### config.mk
export PLATFORM = sky130hd
export DESIGN_NAME = kit_mapping_text_parser
export DESIGN_NICKNAME = d
export VERILOG_FILES = /design/src/hw/rtl/kmtp_pkg.sv /design/src/hw/rtl/kit_mapping_text_parser.sv
export SDC_FILE = /design/constraint.sdc
export NUM_CORES = 1
export LEC_CHECK = 0
export ABC_AREA = 1
export ABC_CLOCK_PERIOD_IN_PS = 5900
export BUFFER_PORTS_ARGS = -buffer_cell sky130_fd_sc_hd__buf_4
export CAP_MARGIN = 0
export CORE_MARGIN = 2
export CORE_UTILIZATION = 54
export CTS_CLUSTER_SIZE = 14
export DETAILED_ROUTE_END_ITERATION = 10
export GPL_ROUTABILITY_DRIVEN = 0
export HOLD_SLACK_MARGIN = 0.12
export MAX_ROUTING_LAYER = met4
export PLACE_DENSITY = 0.74
export SKIP_LAST_GASP = 1
export SYNTH_ARGS = -nofsm -noshare
export SYNTH_HDL_FRONTEND = slang
export SYNTH_SLANG_ARGS = --single-unit
### constraint.sdc
create_clock -name clk -period 5.9 [get_ports clk]
set_input_delay 0.885 -clock clk [delete_from_list [all_inputs] [get_ports clk]]
set_output_delay 0.885 -clock clk [all_outputs]
set_load 0.01 [all_outputs]
### src/hw/rtl/kmtp_pkg.sv
package kmtp_pkg;

    // Default sizes of the kit table that the parser fills.
    localparam int MAX_KITS_DEF   = 16;
    localparam int MAX_FILES_DEF  = 4;
    localparam int NAME_LEN_DEF   = 32;
    localparam int PREFIX_LEN_DEF = 8;

    typedef enum logic [2:0] {
        ST_NEWLINE = 3'd0,
        ST_KITNAME = 3'd1,
        ST_MAPPING = 3'd2,
        ST_COMMENT = 3'd3,
        ST_INVALID = 3'd4
    } line_state_t;

    typedef enum logic [2:0] {
        EV_NONE     = 3'd0,
        EV_NEWKIT   = 3'd1,
        EV_NAMECH   = 3'd2,
        EV_FILECH   = 3'd3,
        EV_COUNT    = 3'd4,
        EV_OVERFLOW = 3'd5,
        EV_INVALID  = 3'd6
    } event_t;

    localparam logic [7:0] CH_TAB       = 8'h09;
    localparam logic [7:0] CH_LF        = 8'h0A;
    localparam logic [7:0] CH_CR        = 8'h0D;
    localparam logic [7:0] CH_HASH      = 8'h23;
    localparam logic [7:0] CH_COMMA     = 8'h2C;
    localparam logic [7:0] CH_COLON     = 8'h3A;
    localparam logic [7:0] CH_PRINT_LO  = 8'h20;
    localparam logic [7:0] CH_PRINT_HI  = 8'h7E;
    localparam logic [7:0] KEY_NONE     = 8'hFF;
    localparam logic [3:0] PAD_NONE     = 4'd15;

    function automatic logic is_eol(input logic [7:0] c);
        return (c == CH_LF) || (c == CH_CR);
    endfunction

    function automatic logic is_upper(input logic [7:0] c);
        return (c >= "A") && (c <= "Z");
    endfunction

    function automatic logic is_digit(input logic [7:0] c);
        return (c >= "0") && (c <= "9");
    endfunction

    function automatic logic is_alnum(input logic [7:0] c);
        return is_upper(c) || is_digit(c) || ((c >= "a") && (c <= "z"));
    endfunction

    function automatic logic is_fname(input logic [7:0] c);
        return is_upper(c) || is_digit(c) || (c == ".") || (c == "-") || (c == "_");
    endfunction

    // Two-character pad key to pad number; PAD_NONE for an unknown key.
    function automatic logic [3:0] decode_pad(input logic [7:0] a, input logic [7:0] b);
        logic [3:0] pad;
        pad = PAD_NONE;
        if (a == "H" && b == "H") pad = 4'd0;
        if (a == "S" && b == "N") pad = 4'd1;
        if (a == "B" && b == "S") pad = 4'd2;
        if (a == "T" && b == "1") pad = 4'd3;
        if (a == "C" && b == "R") pad = 4'd4;
        if (a == "T" && b == "2") pad = 4'd5;
        if (a == "T" && b == "3") pad = 4'd6;
        if (a == "S" && b == "P") pad = 4'd7;
        if (a == "R" && b == "D") pad = 4'd8;
        if (a == "X" && b == "0") pad = 4'd9;
        if (a == "X" && b == "1") pad = 4'd10;
        return pad;
    endfunction

endpackage

### src/hw/rtl/kit_mapping_text_parser.sv
// Kit mapping text parser.
// The text channel (text_valid / text_ready / text_byte) takes one byte of
// the mapping text per request. The result channel (res_valid / res_ready)
// returns exactly one write event per byte, in order, with the indices that
// an outside kit table needs to store kit names and filename prefixes.
// A byte accepted into the input register is parsed into the result register
// when that register is free or res_ready is high, and is shown on res_valid
// from there. Throughput is one byte per cycle while the receiver does not
// stall; the parse of one byte is a short decode plus a few narrow counter
// updates between the input register and the result register.
// When the receiver stalls, the result register holds its request and the
// input register still takes one more byte; text_ready falls once both are
// full and rises again in the same cycle that res_ready returns.
// Reset clears the line state, the kit and filename counters and both valid
// flags; the pending key is set to none. Once more kits are started than
// the table holds, the parser reports an overflow and from then on answers
// every byte with no event.
module kit_mapping_text_parser #(
    parameter int MAX_KITS   = kmtp_pkg::MAX_KITS_DEF,
    parameter int MAX_FILES  = kmtp_pkg::MAX_FILES_DEF,
    parameter int NAME_LEN   = kmtp_pkg::NAME_LEN_DEF,
    parameter int PREFIX_LEN = kmtp_pkg::PREFIX_LEN_DEF,
    localparam int KIT_W   = (MAX_KITS > 1) ? $clog2(MAX_KITS) : 1,
    localparam int KTOT_W  = $clog2(MAX_KITS + 1),
    localparam int FILE_W  = (MAX_FILES > 1) ? $clog2(MAX_FILES) : 1,
    localparam int FTOT_W  = $clog2(MAX_FILES + 1),
    localparam int CPOS_W  = $clog2((NAME_LEN > PREFIX_LEN) ? NAME_LEN : PREFIX_LEN)
) (
    input  logic              clk,
    input  logic              rst_n,
    input  logic              text_valid,
    output logic              text_ready,
    input  logic [7:0]        text_byte,
    output logic              res_valid,
    input  logic              res_ready,
    output logic [2:0]        event_res,
    output logic [KIT_W-1:0]  kit_slot,
    output logic [3:0]        pad_slot,
    output logic [FILE_W-1:0] file_slot,
    output logic [CPOS_W-1:0] char_pos,
    output logic [6:0]        char_value,
    output logic [FTOT_W-1:0] file_total,
    output logic [KTOT_W-1:0] kits_found,
    output logic [2:0]        line_mode
);
    import kmtp_pkg::*;

    localparam int NPOS_W = $clog2(NAME_LEN);
    localparam int FPOS_W = $clog2(PREFIX_LEN);
    localparam logic [NPOS_W-1:0] NAME_LAST   = NPOS_W'(NAME_LEN - 1);
    localparam logic [FPOS_W-1:0] PREFIX_LAST = FPOS_W'(PREFIX_LEN - 1);
    localparam logic [FILE_W-1:0] FILE_LAST   = FILE_W'(MAX_FILES - 1);
    localparam logic [KTOT_W-1:0] KITS_FULL   = KTOT_W'(MAX_KITS);

    // Input stage.
    logic       in_valid_reg;
    logic [7:0] in_byte_reg;

    // Parser state.
    line_state_t       line_reg, line_next;
    logic              have_kit_reg, have_kit_next;
    logic [KIT_W-1:0]  kit_number_reg, kit_number_next;
    logic [NPOS_W-1:0] name_pos_reg, name_pos_next;
    logic [1:0]        map_pos_reg, map_pos_next;
    logic [7:0]        key_first_reg, key_first_next;
    logic [3:0]        pad_reg, pad_next;
    logic [FILE_W-1:0] file_num_reg, file_num_next;
    logic [FPOS_W-1:0] file_pos_reg, file_pos_next;
    logic              halted_reg, halted_next;
    logic [KTOT_W-1:0] kit_total_reg, kit_total_next;

    // Result register.
    logic              out_valid_reg;
    event_t            ev_reg, ev_next;
    logic [KIT_W-1:0]  kit_slot_reg;
    logic [3:0]        pad_slot_reg;
    logic [FILE_W-1:0] file_slot_reg;
    logic [CPOS_W-1:0] pos_reg, pos_next;
    logic [6:0]        val_reg, val_next;
    logic [FTOT_W-1:0] file_total_reg;
    logic [KTOT_W-1:0] kits_found_reg;
    line_state_t       mode_reg;
    logic              file_fields;

    logic fire;
    logic active;

    // Byte classes and the mapping-line checks, shared by the blocks below.
    logic       c_eol, c_alnum, c_fname, c_comma, c_colon, c_print;
    logic [3:0] pad_decoded;
    logic       map_bad;

    assign fire       = in_valid_reg && (!out_valid_reg || res_ready);
    assign active     = fire && !halted_reg;
    assign text_ready = !in_valid_reg || fire;

    assign c_eol       = is_eol(in_byte_reg);
    assign c_alnum     = is_alnum(in_byte_reg);
    assign c_fname     = is_fname(in_byte_reg);
    assign c_comma     = (in_byte_reg == CH_COMMA);
    assign c_colon     = (in_byte_reg == CH_COLON);
    assign c_print     = (in_byte_reg >= CH_PRINT_LO) && (in_byte_reg <= CH_PRINT_HI);
    assign pad_decoded = decode_pad(key_first_reg, in_byte_reg);

    // A mapping byte that turns the line invalid. Line ends are fine once a
    // kit exists; before any kit every byte of a mapping line is an error.
    always_comb
    begin
        map_bad = 1'b0;
        if (!have_kit_reg) begin
            map_bad = 1'b1;
        end else if (!c_eol) begin
            if (!(c_fname || c_comma || c_colon)) begin
                map_bad = 1'b1;
            end else begin
                case (map_pos_reg)
                    2'd1:    map_bad = (pad_decoded == PAD_NONE);
                    2'd2:    map_bad = !c_colon;
                    2'd3:    map_bad = c_colon;
                    default: map_bad = 1'b0;
                endcase
            end
        end
    end

    // Next line state.
    always_comb
    begin
        line_next = line_reg;
        if (active) begin
            case (line_reg)
                ST_NEWLINE:
                begin
                    if (c_alnum) begin
                        if (kit_total_reg != KITS_FULL) begin
                            line_next = ST_KITNAME;
                        end
                    end else if (in_byte_reg == CH_TAB) begin
                        line_next = ST_MAPPING;
                    end else if (in_byte_reg == CH_HASH) begin
                        line_next = ST_COMMENT;
                    end else if (!c_eol) begin
                        line_next = ST_INVALID;
                    end
                end
                ST_KITNAME:
                begin
                    if (c_eol) begin
                        line_next = ST_NEWLINE;
                    end else if (!c_print) begin
                        line_next = ST_INVALID;
                    end
                end
                ST_MAPPING:
                begin
                    if (map_bad) begin
                        line_next = ST_INVALID;
                    end else if (c_eol) begin
                        line_next = ST_NEWLINE;
                    end
                end
                ST_COMMENT, ST_INVALID:
                begin
                    if (c_eol) begin
                        line_next = ST_NEWLINE;
                    end
                end
                default: line_next = ST_NEWLINE;
            endcase
        end
    end

    // Event, result fields and the counters.
    always_comb
    begin
        ev_next         = EV_NONE;
        pos_next        = '0;
        val_next        = '0;
        file_fields     = 1'b0;
        have_kit_next   = have_kit_reg;
        kit_number_next = kit_number_reg;
        name_pos_next   = name_pos_reg;
        map_pos_next    = map_pos_reg;
        key_first_next  = key_first_reg;
        pad_next        = pad_reg;
        file_num_next   = file_num_reg;
        file_pos_next   = file_pos_reg;
        halted_next     = halted_reg;
        kit_total_next  = kit_total_reg;
        if (active) begin
            case (line_reg)
                ST_NEWLINE:
                begin
                    if (c_alnum) begin
                        if (kit_total_reg == KITS_FULL) begin
                            halted_next = 1'b1;
                            ev_next     = EV_OVERFLOW;
                        end else begin
                            kit_number_next = kit_total_reg[KIT_W-1:0];
                            kit_total_next  = kit_total_reg + 1'b1;
                            have_kit_next   = 1'b1;
                            ev_next         = EV_NEWKIT;
                            val_next        = in_byte_reg[6:0];
                            name_pos_next   = NPOS_W'(1);
                        end
                    end else if (in_byte_reg == CH_TAB) begin
                        map_pos_next   = 2'd0;
                        key_first_next = KEY_NONE;
                        pad_next       = PAD_NONE;
                    end else if (in_byte_reg != CH_HASH && !c_eol) begin
                        ev_next = EV_INVALID;
                    end
                end
                ST_KITNAME:
                begin
                    if (c_print) begin
                        if (name_pos_reg < NAME_LAST) begin
                            ev_next       = EV_NAMECH;
                            pos_next      = CPOS_W'(name_pos_reg);
                            val_next      = in_byte_reg[6:0];
                            name_pos_next = name_pos_reg + 1'b1;
                        end
                    end else if (!c_eol) begin
                        ev_next = EV_INVALID;
                    end
                end
                ST_MAPPING:
                begin
                    if (have_kit_reg && !c_eol) begin
                        // The second key character leaves its decode behind,
                        // also when the key is unknown.
                        if (c_fname || c_comma || c_colon) begin
                            case (map_pos_reg)
                                2'd0: key_first_next = in_byte_reg;
                                2'd1: pad_next = pad_decoded;
                                2'd2:
                                begin
                                    if (c_colon) begin
                                        file_num_next = '0;
                                        file_pos_next = '0;
                                    end
                                end
                                default:
                                begin
                                    if (c_fname) begin
                                        if (file_pos_reg < PREFIX_LAST) begin
                                            ev_next       = EV_FILECH;
                                            pos_next      = CPOS_W'(file_pos_reg);
                                            val_next      = in_byte_reg[6:0];
                                            file_fields   = 1'b1;
                                            file_pos_next = file_pos_reg + 1'b1;
                                        end
                                    end else if (c_comma) begin
                                        if (file_num_reg != FILE_LAST) begin
                                            file_num_next = file_num_reg + 1'b1;
                                        end
                                        file_pos_next = '0;
                                        ev_next       = EV_COUNT;
                                        file_fields   = 1'b1;
                                    end
                                end
                            endcase
                        end
                    end
                    if (map_bad) begin
                        ev_next = EV_INVALID;
                    end
                    if (have_kit_reg && !c_eol && map_pos_reg != 2'd3) begin
                        map_pos_next = map_pos_reg + 1'b1;
                    end
                end
                default: ev_next = EV_NONE;
            endcase
        end
    end

    always_ff @(posedge clk or negedge rst_n)
    begin
        if (!rst_n) begin
            in_valid_reg   <= 1'b0;
            out_valid_reg  <= 1'b0;
            line_reg       <= ST_NEWLINE;
            have_kit_reg   <= 1'b0;
            kit_number_reg <= '0;
            name_pos_reg   <= '0;
            map_pos_reg    <= '0;
            key_first_reg  <= KEY_NONE;
            pad_reg        <= PAD_NONE;
            file_num_reg   <= '0;
            file_pos_reg   <= '0;
            halted_reg     <= 1'b0;
            kit_total_reg  <= '0;
        end else begin
            if (text_valid && text_ready) begin
                in_valid_reg <= 1'b1;
            end else if (fire) begin
                in_valid_reg <= 1'b0;
            end
            if (fire) begin
                out_valid_reg <= 1'b1;
            end else if (res_ready) begin
                out_valid_reg <= 1'b0;
            end
            line_reg       <= line_next;
            have_kit_reg   <= have_kit_next;
            kit_number_reg <= kit_number_next;
            name_pos_reg   <= name_pos_next;
            map_pos_reg    <= map_pos_next;
            key_first_reg  <= key_first_next;
            pad_reg        <= pad_next;
            file_num_reg   <= file_num_next;
            file_pos_reg   <= file_pos_next;
            halted_reg     <= halted_next;
            kit_total_reg  <= kit_total_next;
        end
    end

    always_ff @(posedge clk)
    begin
        if (text_valid && text_ready) begin
            in_byte_reg <= text_byte;
        end
        if (fire) begin
            ev_reg         <= ev_next;
            kit_slot_reg   <= kit_number_next;
            pad_slot_reg   <= file_fields ? pad_next : 4'd0;
            file_slot_reg  <= file_fields ? file_num_next : '0;
            pos_reg        <= pos_next;
            val_reg        <= val_next;
            file_total_reg <= file_fields ? (FTOT_W'(file_num_next) + 1'b1) : '0;
            kits_found_reg <= kit_total_next;
            mode_reg       <= line_next;
        end
    end

    assign res_valid  = out_valid_reg;
    assign event_res  = ev_reg;
    assign kit_slot   = kit_slot_reg;
    assign pad_slot   = pad_slot_reg;
    assign file_slot  = file_slot_reg;
    assign char_pos   = pos_reg;
    assign char_value = val_reg;
    assign file_total = file_total_reg;
    assign kits_found = kits_found_reg;
    assign line_mode  = mode_reg;

    // An overflow is only reported with the kit table full.
    assert property (@(posedge clk) disable iff (!rst_n)
        (out_valid_reg && ev_reg == EV_OVERFLOW) |-> (kits_found_reg == KITS_FULL))
        else $error("overflow reported before the kit table is full");

    // Filename events always carry a decoded pad.
    assert property (@(posedge clk) disable iff (!rst_n)
        (out_valid_reg && (ev_reg == EV_FILECH || ev_reg == EV_COUNT))
            |-> (pad_slot_reg != PAD_NONE))
        else $error("filename event without a valid pad");

    // Once halted, the parser stays halted and the kit count stays put.
    assert property (@(posedge clk) disable iff (!rst_n)
        halted_reg |=> (halted_reg && $stable(kit_total_reg)))
        else $error("parser left the halted state");

    // The kit count never passes the table size.
    assert property (@(posedge clk) disable iff (!rst_n)
        kit_total_reg <= KITS_FULL)
        else $error("kit count beyond the table size");

endmodule
==> run summary, run 1 <==
top cell type's share of synthesized area: 29.14%
outcome: finished, final reports clean
post-cts repair resize count: 0
post-CTS setup buffer count: 0
initial core utilization: 55.46%
die area: 9146 sq um
Max H-tree Level: 3
Fin Clk Skew: 0.01077 ns
Syn Inst Count: 516
vias per std cell: 5.396
initial antenna violation count: 0
Avg Cell Area, Syn: 8.787 sq um
Synth Net Count: 538
top post-synthesis cells by area: edfxtp_1, dfrtp_1, nand2_1, dfstp_2, inv_1
port bufs: 49
# diodes: 0
Root Driver: clkbuf_8
grt total ovfl: 0
worst slack, placed: 2.675 ns
nets: 594
worst-margin pin slew: 0.7333 ns
total clock sinks: 84
DR iter-0 viols: 305
r2r startpoint: in_byte_reg[7]$_DFFE_PP_
final hold vios: 0
Tot GR Track Use: 24.28%
final std cells w/o fill: 682
Slew HR: 51.06%
drt wl/cell: 14.59 um
FF-to-FF path depth: 11
Power Dens Cells: 378.7 nW/um^2
Mapped Area: 4534 sq um
Tcrit/Tclk final: 49.05%
reg-to-reg slack, setup: 3.20 ns
IO Pins: 50
DPL Wire Length: 7424 um
vias: 3,680
Worst Setup EP: file_total[1]$_SDFFCE_PN0P_
Required @ worst endpoint: 6.01 ns
Critical Path Fanout Max: 21
worst min-delay path class: flip-flop to flip-flop
WS Path Type: input pin to flip-flop
fin. max-slew vios: 0
largest net degree at the start of global routing: 41
RSZ-0062 raised after global routing: no
post-layout util: 64.20%
die span in x: 95.64 um
yosys warns: 0
IR drop worst, VDD: 213.3 uV
Placed Cells: 666
share of layout cells above drive strength 1: 22.88%
startpoint types: input pin
worst setup path startpoint: res_ready
CTS tree: done
MaxCap Viol Count: 0
worst reg2reg endpoint: file_total[1]$_SDFFCE_PN0P_
fin crit period: 2.894 ns
Setup WS post-layout: 3.006 ns
Static Leak: 2.353 nW
Final ANT Viol Nets: 0
final routed DRC violation total: 0
core area: 8175 sq um
row count: 33
Synth area leader: edfxtp_1
Clock transition at path regs: 0.09 ns
post-synthesis cell type count: 46
first-pass GRT wire length: 16,370 um
Max Clk Rate: 345.6 MHz
WHS: 0.4915 ns
setup TNS: 0 ns
Hold Startpoint: key_first_reg[7]$_DFFE_PN1P_
vias in the first global route: 3,512
die height: 95.64 um
total wire length: 9947 um
cts hold-fix bufs: 0
Setup-failing EPs final: 0
post-synthesis sequential area ratio: 51.55%
area growth from synthesis to layout: 15.76%
Clk Latency, worst-skew pair: 0.36 ns
Longest Clk Path Bufs: 2
CTS buffer count: 9
crit end category: flip-flop
Yosys reg bits: 84
TritonRoute pass-1 iters: 4
Arrival @ worst endpoint: 3.01 ns
## cell usage in the layout (no fill, tap or decap), types with 3 or more instances in the layout
master	count
nand2_2	4
o21ai_2	12
nand3_1	25
inv_1	80
nor2_2	10
nor2_1	67
xor2_1	3
nand4_1	9
o21ai_1	6
o21ai_0	23
bufinv_16	3
nand2_1	99
dfrtp_1	28
clkbuf_8	10
dfstp_2	12
edfxtp_1	44
inv_2	9
o22ai_1	6
nand3b_1	3
buf_4	50
nor3_2	3
a21oi_1	16
nor2_4	3
ha_1	10
nor3_1	12
## per-stage QoR
stage	instance area [sq um]	total power [mW]
floorplan	4534	1.308
detailed placement	5000	1.493
global route	5249	2.110
global placement	5000	1.468
CTS	5249	1.995
finish	5249	1.988
## cells in the mapped netlist, drive strengths merged
| library cell | number |
|---|---|
| a21oi | 19 |
| a221oi | 2 |
| a22oi | 2 |
| and3b | 1 |
| buf | 4 |
| clkbuf | 1 |
| dfrtp | 28 |
| dfstp | 12 |
| edfxtp | 44 |
| ha | 10 |
| inv | 89 |
| nand2 | 105 |
| nand3 | 28 |
| nand3b | 4 |
| nand4 | 9 |
| nor2 | 80 |
| nor3 | 16 |
| nor4 | 1 |
| o211ai | 2 |
| o21a | 1 |
| o21ai | 41 |
| o21bai | 2 |
| o22ai | 6 |
| o31ai | 1 |
| or2 | 2 |
| or4 | 1 |
| xnor2 | 2 |
| xor2 | 3 |
## worst max-delay path, cell delays in order
cell     delay [ns]
buf_4          0.07
inv_1          0.04
nand2_1        0.06
nand2_1        0.10
nor2_2         0.29
inv_1          0.41
nor2_1         0.30
nand2_2        0.11
o21ai_0        0.23
nand2_1        0.13
ha_1           0.28
inv_1          0.05
nor2_1         0.04
## how the worst min path moves through the flow
| stage | endpoint | depth (start not counted) |
|---|---|---|
| 2_1_floorplan | kit_number_reg[2]$_DFF_PN0_ | 2 |
| 3_3_place_gp | key_first_reg[7]$_DFFE_PN1P_ | 2 |
| 3_5_place_dp | key_first_reg[7]$_DFFE_PN1P_ | 2 |
| 4_1_cts | key_first_reg[5]$_DFFE_PN1P_ | 2 |
| 5_1_grt | key_first_reg[7]$_DFFE_PN1P_ | 2 |
| 6_report | key_first_reg[7]$_DFFE_PN1P_ | 2 |
## kinds of logic after synthesis
family | after synthesis | synth area share [%]
adder cells (fa/ha/maj) | 10 | 2.759
AO/OA/AOI/OAI | 76 | 10.84
flip-flops | 84 | 51.55
buffers and inverters | 94 | 8.278
AND/OR/NAND/NOR | 247 | 25.61
XOR/XNOR | 5 | 0.9660
## power breakdown
part	internal, mW	switching, mW
Clock	0.293	0.208
Combinational	0.213	0.363
Sequential	0.811	0.100
## metal layers
layer | wire [um] | share of wire (%) | global-route usage, % | up-vias
li1 | - | - | - | 1798
met1 | 4379 | 44 | 31.17 | 1736
met2 | 4779 | 48 | 37.82 | 122
met3 | 573 | 5.8 | 4.980 | 24
met4 | 215 | 2.2 | 9.762 | 0
met5 | 0 | 0 | - | -
## layout make-up
cell class / count / area, sq um
Multi-Input combinational cell: 338 / 1822
Clock buffer: 10 / 137.6
Timing Repair Buffer: 50 / 375.4
Sequential cell: 84 / 2337
Inverter: 89 / 334.1
Clock inverter: 6 / 111.4
Tap cell: 105 / 131.4
Fill cell: 684 / 2927
Power figures use the tool's default switching activity.
==> run 2: changes to the inputs <==
- ABC_CLOCK_PERIOD_IN_PS: 5900 -> 3000
- clock period: 5.9 -> 3 ns (I/O delays scaled with it)
==> run summary, run 2 (synthesized netlist as in run 1, its figures left out) <==
outcome: finished, final reports clean
Clock transition at path regs: 0.09 ns
vias: 3,711
Root Driver: clkbuf_8
Max stage delay cell, worst path: edfxtp_1
Switch Pwr: 1.358 mW
fin. max-slew vios: 0
Clock power frac: 23.9%
most common cell after layout, fill and taps aside: nand2_1
# diodes: 0
drt wl/cell: 14.48 um
post-CTS setup buffer count: 0
worst-margin pin slew: 0.6998 ns
IO Pins: 50
CP max stage delay: 0.51 ns
share of layout cells above drive strength 1: 22.97%
Static Leak: 2.356 nW
core area: 8175 sq um
row count: 33
Max Clk Rate: 393.6 MHz
CTS tree: done
die height: 95.64 um
Slew HR: 53.30%
setup TNS: 0 ns
FF-to-FF path depth: 11
fin crit period: 2.540 ns
worst min-delay path class: input pin to flip-flop
Crit path top cell by count: inv_1
Fin Clk Skew: 0.01139 ns
total wire length: 9901 um
DPL Wire Length: 7370 um
WS Path Type: flip-flop to flip-flop
total clock sinks: 84
vias in the first global route: 3,572
r2r startpoint: in_byte_reg[1]$_DFFE_PP_
post-cts repair resize count: 0
Clk Latency, worst-skew pair: 0.36 ns
Required @ worst endpoint: 3.10 ns
Setup WS post-layout: 0.4596 ns
Longest Clk Path Bufs: 2
crit end category: flip-flop
Tot GR Track Use: 24.18%
grt total ovfl: 0
CTS buffer count: 9
Int Power: 2.509 mW
Seq pwr share: 46.1%
most frequent cells in the layout: nand2_1, inv_1, nor2_1, buf_4, edfxtp_1
largest delay contributor family on the critical path: simple AND/OR/NAND/NOR gates
MaxCap Viol Count: 0
Layout fillers: 699
Hold Path Stages: 1
Max H-tree Level: 3
Final ANT Viol Nets: 0
final hold vios: 0
port bufs: 49
worst reg2reg endpoint: file_total[1]$_SDFFCE_PN0P_
final routed DRC violation total: 0
final instance area: 5259 sq um
TritonRoute pass-1 iters: 5
initial core utilization: 55.46%
DR iter-0 viols: 230
WHS: 0.2569 ns
endpoint of the worst hold path: in_byte_reg[5]$_DFFE_PP_
CP bufs+invs: 3
reg-to-reg slack, setup: 0.46 ns
IR drop worst, VDD: 500.0 uV
largest net degree at the start of global routing: 41
Switching Share: 35.13%
Setup-failing EPs final: 0
Tcrit/Tclk final: 84.68%
area growth from synthesis to layout: 15.98%
post-layout util: 64.33%
Hold Startpoint: text_byte[5]
startpoint types: flip-flop
CP cell instances: nor2_1 -> inv_1 -> nor3_2 -> inv_1 -> nand3_4 -> nand2_2 -> o21ai_0 -> nand2_1 -> ha_1 -> inv_1 -> nor2_1
vias per std cell: 5.425
Logic pwr share: 30.0%
nets: 596
final std cells w/o fill: 684
Power Dens Cells: 735.4 nW/um^2
worst slack, placed: 0.4977 ns
Placed Cells: 667
cts hold-fix bufs: 1
RSZ-0062 raised after global routing: no
die span in x: 95.64 um
dpl cell area: 5020 sq um
Power, Total: 3.867 mW
Critical Path Fanout Max: 7
Arrival @ worst endpoint: 2.64 ns
initial antenna violation count: 0
first-pass GRT wire length: 16,560 um
die area: 9146 sq um
-- run 2: changes by cell type in the layout (fill, tap and decap cells not counted), sizes merged --
| cell | change |
|---|---|
| clkbuf | -1 |
| dlygate4sd3 | +1 |
| bufinv | -1 |
| buf | +1 |
| clkinv | -1 |
| inv | +3 |
-- run 2: power by group through the flow --
stage	Combinational, mW	Sequential, mW	Clock [mW]
CTS	1.16	1.78	0.939
global placement	1.11	1.79	0
detailed placement	1.15	1.80	0
floorplan	0.764	1.81	0
global route	1.30	1.82	0.984
finish	1.16	1.78	0.926
-- run 2: final cells by class --
cell class | count | area [sq um] | share of cell area [%]
Sequential cell | 84 | 2337 | 44.44
Multi-Input combinational cell | 338 | 1822 | 34.64
Timing Repair Buffer | 52 | 405.4 | 7.709
Inverter | 89 | 334.1 | 6.353
Tap cell | 105 | 131.4 | 2.498
Clock buffer | 9 | 123.9 | 2.355
Clock inverter | 7 | 105.1 | 1.999
-- run 2: metal layers --
layer | up-vias | track usage [%] | part of all wire [%]
met5 | - | - | 0
met4 | 0 | 7.619 | 1.4
li1 | 1800 | - | -
met1 | 1789 | 32.15 | 46
met3 | 19 | 4.427 | 4.8
met2 | 103 | 37.82 | 47
-- run 2: worst register-to-register path, stage by stage (launching register included) --
cell and delay (ns):
edfxtp_1 0.51, nor2_1 0.25, inv_1 0.08, nor3_2 0.28, inv_1 0.16, nand3_4 0.15, nand2_2 0.09, o21ai_0 0.24
nand2_1 0.14, ha_1 0.28, inv_1 0.05, nor2_1 0.04
-- run 2: worst max path at each step --
stage / startpoint / to / slack (ns) / cells past startpoint
finish: in_byte_reg[1]$_DFFE_PP_ / file_total[1]$_SDFFCE_PN0P_ / 0.46 / 11
global route: in_byte_reg[1]$_DFFE_PP_ / file_total[1]$_SDFFCE_PN0P_ / 0.15 / 11
CTS: in_byte_reg[1]$_DFFE_PP_ / file_total[1]$_SDFFCE_PN0P_ / 0.46 / 11
detailed placement: in_byte_reg[6]$_DFFE_PP_ / file_total[1]$_SDFFCE_PN0P_ / 0.50 / 11
global placement: in_byte_reg[1]$_DFFE_PP_ / file_total[1]$_SDFFCE_PN0P_ / 0.56 / 11
floorplan: in_byte_reg[1]$_DFFE_PP_ / file_total[1]$_SDFFCE_PN0P_ / 0.86 / 11
==> run 3: changes to the inputs <==
- ABC_CLOCK_PERIOD_IN_PS: 3000 -> 2200
- CORE_UTILIZATION: 54 -> 53
- PLACE_DENSITY: 0.74 -> 0.76
- clock period: 3 -> 2.2 ns (I/O delays scaled with it)
==> run summary, run 3 (synthesized netlist as in run 1, its figures left out) <==
largest net degree at the start of global routing: 41
Arrival @ worst endpoint: 2.54 ns
CTS buffer count: 9
die height: 96.50 um
most common cell after layout, fill and taps aside: buf_4
die span in x: 96.50 um
initial core utilization: 54.91%
DPL Wire Length: 8074 um
Power Dens Cells: 910.2 nW/um^2
outcome: finished, violations left
Clock transition at path regs: 0.09 ns
Fin Clk Skew: 0.01176 ns
nets: 682
total wire length: 13,640 um
MaxCap Viol Count: 0
die area: 9311 sq um
fin. max-slew vios: 0
vias: 4,487
final std cells w/o fill: 770
WS Path Type: flip-flop to flip-flop
total clock sinks: 84
RSZ-0062 raised after global routing: yes
Max stage delay cell, worst path: edfxtp_1
Static Leak: 2.864 nW
Required @ worst endpoint: 2.33 ns
core area: 8258 sq um
Tot GR Track Use: 27.60%
Longest Clk Path Bufs: 2
Placed Cells: 721
row count: 33
post-layout util: 76.50%
Root Driver: clkbuf_8
Max H-tree Level: 3
DR iter-0 viols: 470
share of layout cells above drive strength 1: 44.96%
Tcrit/Tclk final: 109.5%
dpl cell area: 5425 sq um
Clk Latency, worst-skew pair: 0.37 ns
Setup-failing EPs final: 38
grt total ovfl: 0
vias in the first global route: 4,019
vias per std cell: 5.827
setup TNS: -3.340 ns
final instance area: 6317 sq um
# diodes: 0
Final ANT Viol Nets: 0
CP max stage delay: 0.52 ns
final routed DRC violation total: 0
IR drop worst, VDD: 664.6 uV
worst min-delay path class: input pin to flip-flop
final hold vios: 0
first-pass GRT wire length: 18,820 um
Hold Path Stages: 1
FF-to-FF path depth: 13
startpoint types: flip-flop
TritonRoute pass-1 iters: 5
failing checks: negative setup slack
CTS tree: done
Critical Path Fanout Max: 5
fin crit period: 2.408 ns
Power, Total: 5.750 mW
Slew HR: 62.72%
CP cell instances: nor2_1 -> nand2_1 -> a21oi_4 -> nor2_4 -> nand2_4 -> nor2_4 -> nand2_4 -> o22ai_2 -> nand2_2 -> nand2_2 -> ha_4 -> inv_2 -> nor2_2
drt wl/cell: 17.71 um
worst-margin pin slew: 0.5592 ns
most frequent cells in the layout: buf_4, inv_1, nand2_1, nor2_1, edfxtp_1
initial antenna violation count: 0
crit end category: flip-flop
Setup WS post-layout: -0.2081 ns
IO Pins: 50
Max Clk Rate: 415.3 MHz
port bufs: 49
area growth from synthesis to layout: 39.32%
==> run 3: final cells by class <==
class,instances,area [sq um]
fill,512,1941
timing repair buffer,138,1111
clock buffer,10,127.6
clock inverter,6,88.84
tap,105,131.4
sequential,84,2337
inverter,89,334.1
multi-input combinational,338,2187
==> run 3: stage by stage <==
| stage | hold slack (ns) | worst slack, ns |
|---|---|---|
| after floorplan | 0.03441 | 0.05725 |
| after detailed placement | 0.3561 | -0.2609 |
| final | 0.1330 | -0.2081 |
| after global routing | 0.1252 | -0.2964 |
| after global placement | 0.3525 | -0.04890 |
| after CTS | 0.1309 | -0.09340 |
==> run 3: repair_timing <==
action,in CTS,in global routing
resized for setup,38,89
buffers inserted,14,18
hold buffers,1,0
hold endpoints to repair,28,0
pin swaps,21,35
setup endpoints to repair,26,64
==> run 3: final timing paths <==
check | start | endpoint | slack, ns
min | text_byte[0] | in_byte_reg[0]$_DFFE_PP_ | 0.13
max reg2reg | in_byte_reg[5]$_DFFE_PP_ | file_total[1]$_SDFFCE_PN0P_ | -0.21
max | in_byte_reg[5]$_DFFE_PP_ | file_total[1]$_SDFFCE_PN0P_ | -0.21
min reg2reg | key_first_reg[4]$_DFFE_PN1P_ | key_first_reg[4]$_DFFE_PN1P_ | 0.50
min in group asynchronous | rst_n | file_num_reg[0]$_DFF_PN0_ | 0.50
max in group asynchronous | rst_n | name_pos_reg[0]$_DFFE_PN0P_ | 1.31
==> run 3: routing by layer <==
layer | vias up | global-route usage [%] | share of wire [%]
li1 | 1978 | - | -
met1 | 2118 | 34.98 | 38
met2 | 308 | 45.20 | 49
met3 | 83 | 5.043 | 8.8
met4 | 0 | 9.038 | 4.8
met5 | - | - | 0
==> run 3: power breakdown <==
part | leakage, nW | internal (mW) | switching, mW | total [mW]
Clock | 0.102 | 0.639 | 0.573 | 1.21
Combinational | 1.85 | 0.846 | 1.23 | 2.08
Sequential | 0.908 | 2.18 | 0.282 | 2.46
Total | 2.86 | 3.66 | 2.09 | 5.75
==> run 3: critical path, delay by kind of cell (launching register included) <==
kind	cells	cell delay, ns
compound gates	2	0.29
fa+ha+maj	1	0.25
buf+inv	1	0.05
flops	1	0.52
simple gates	9	1.06
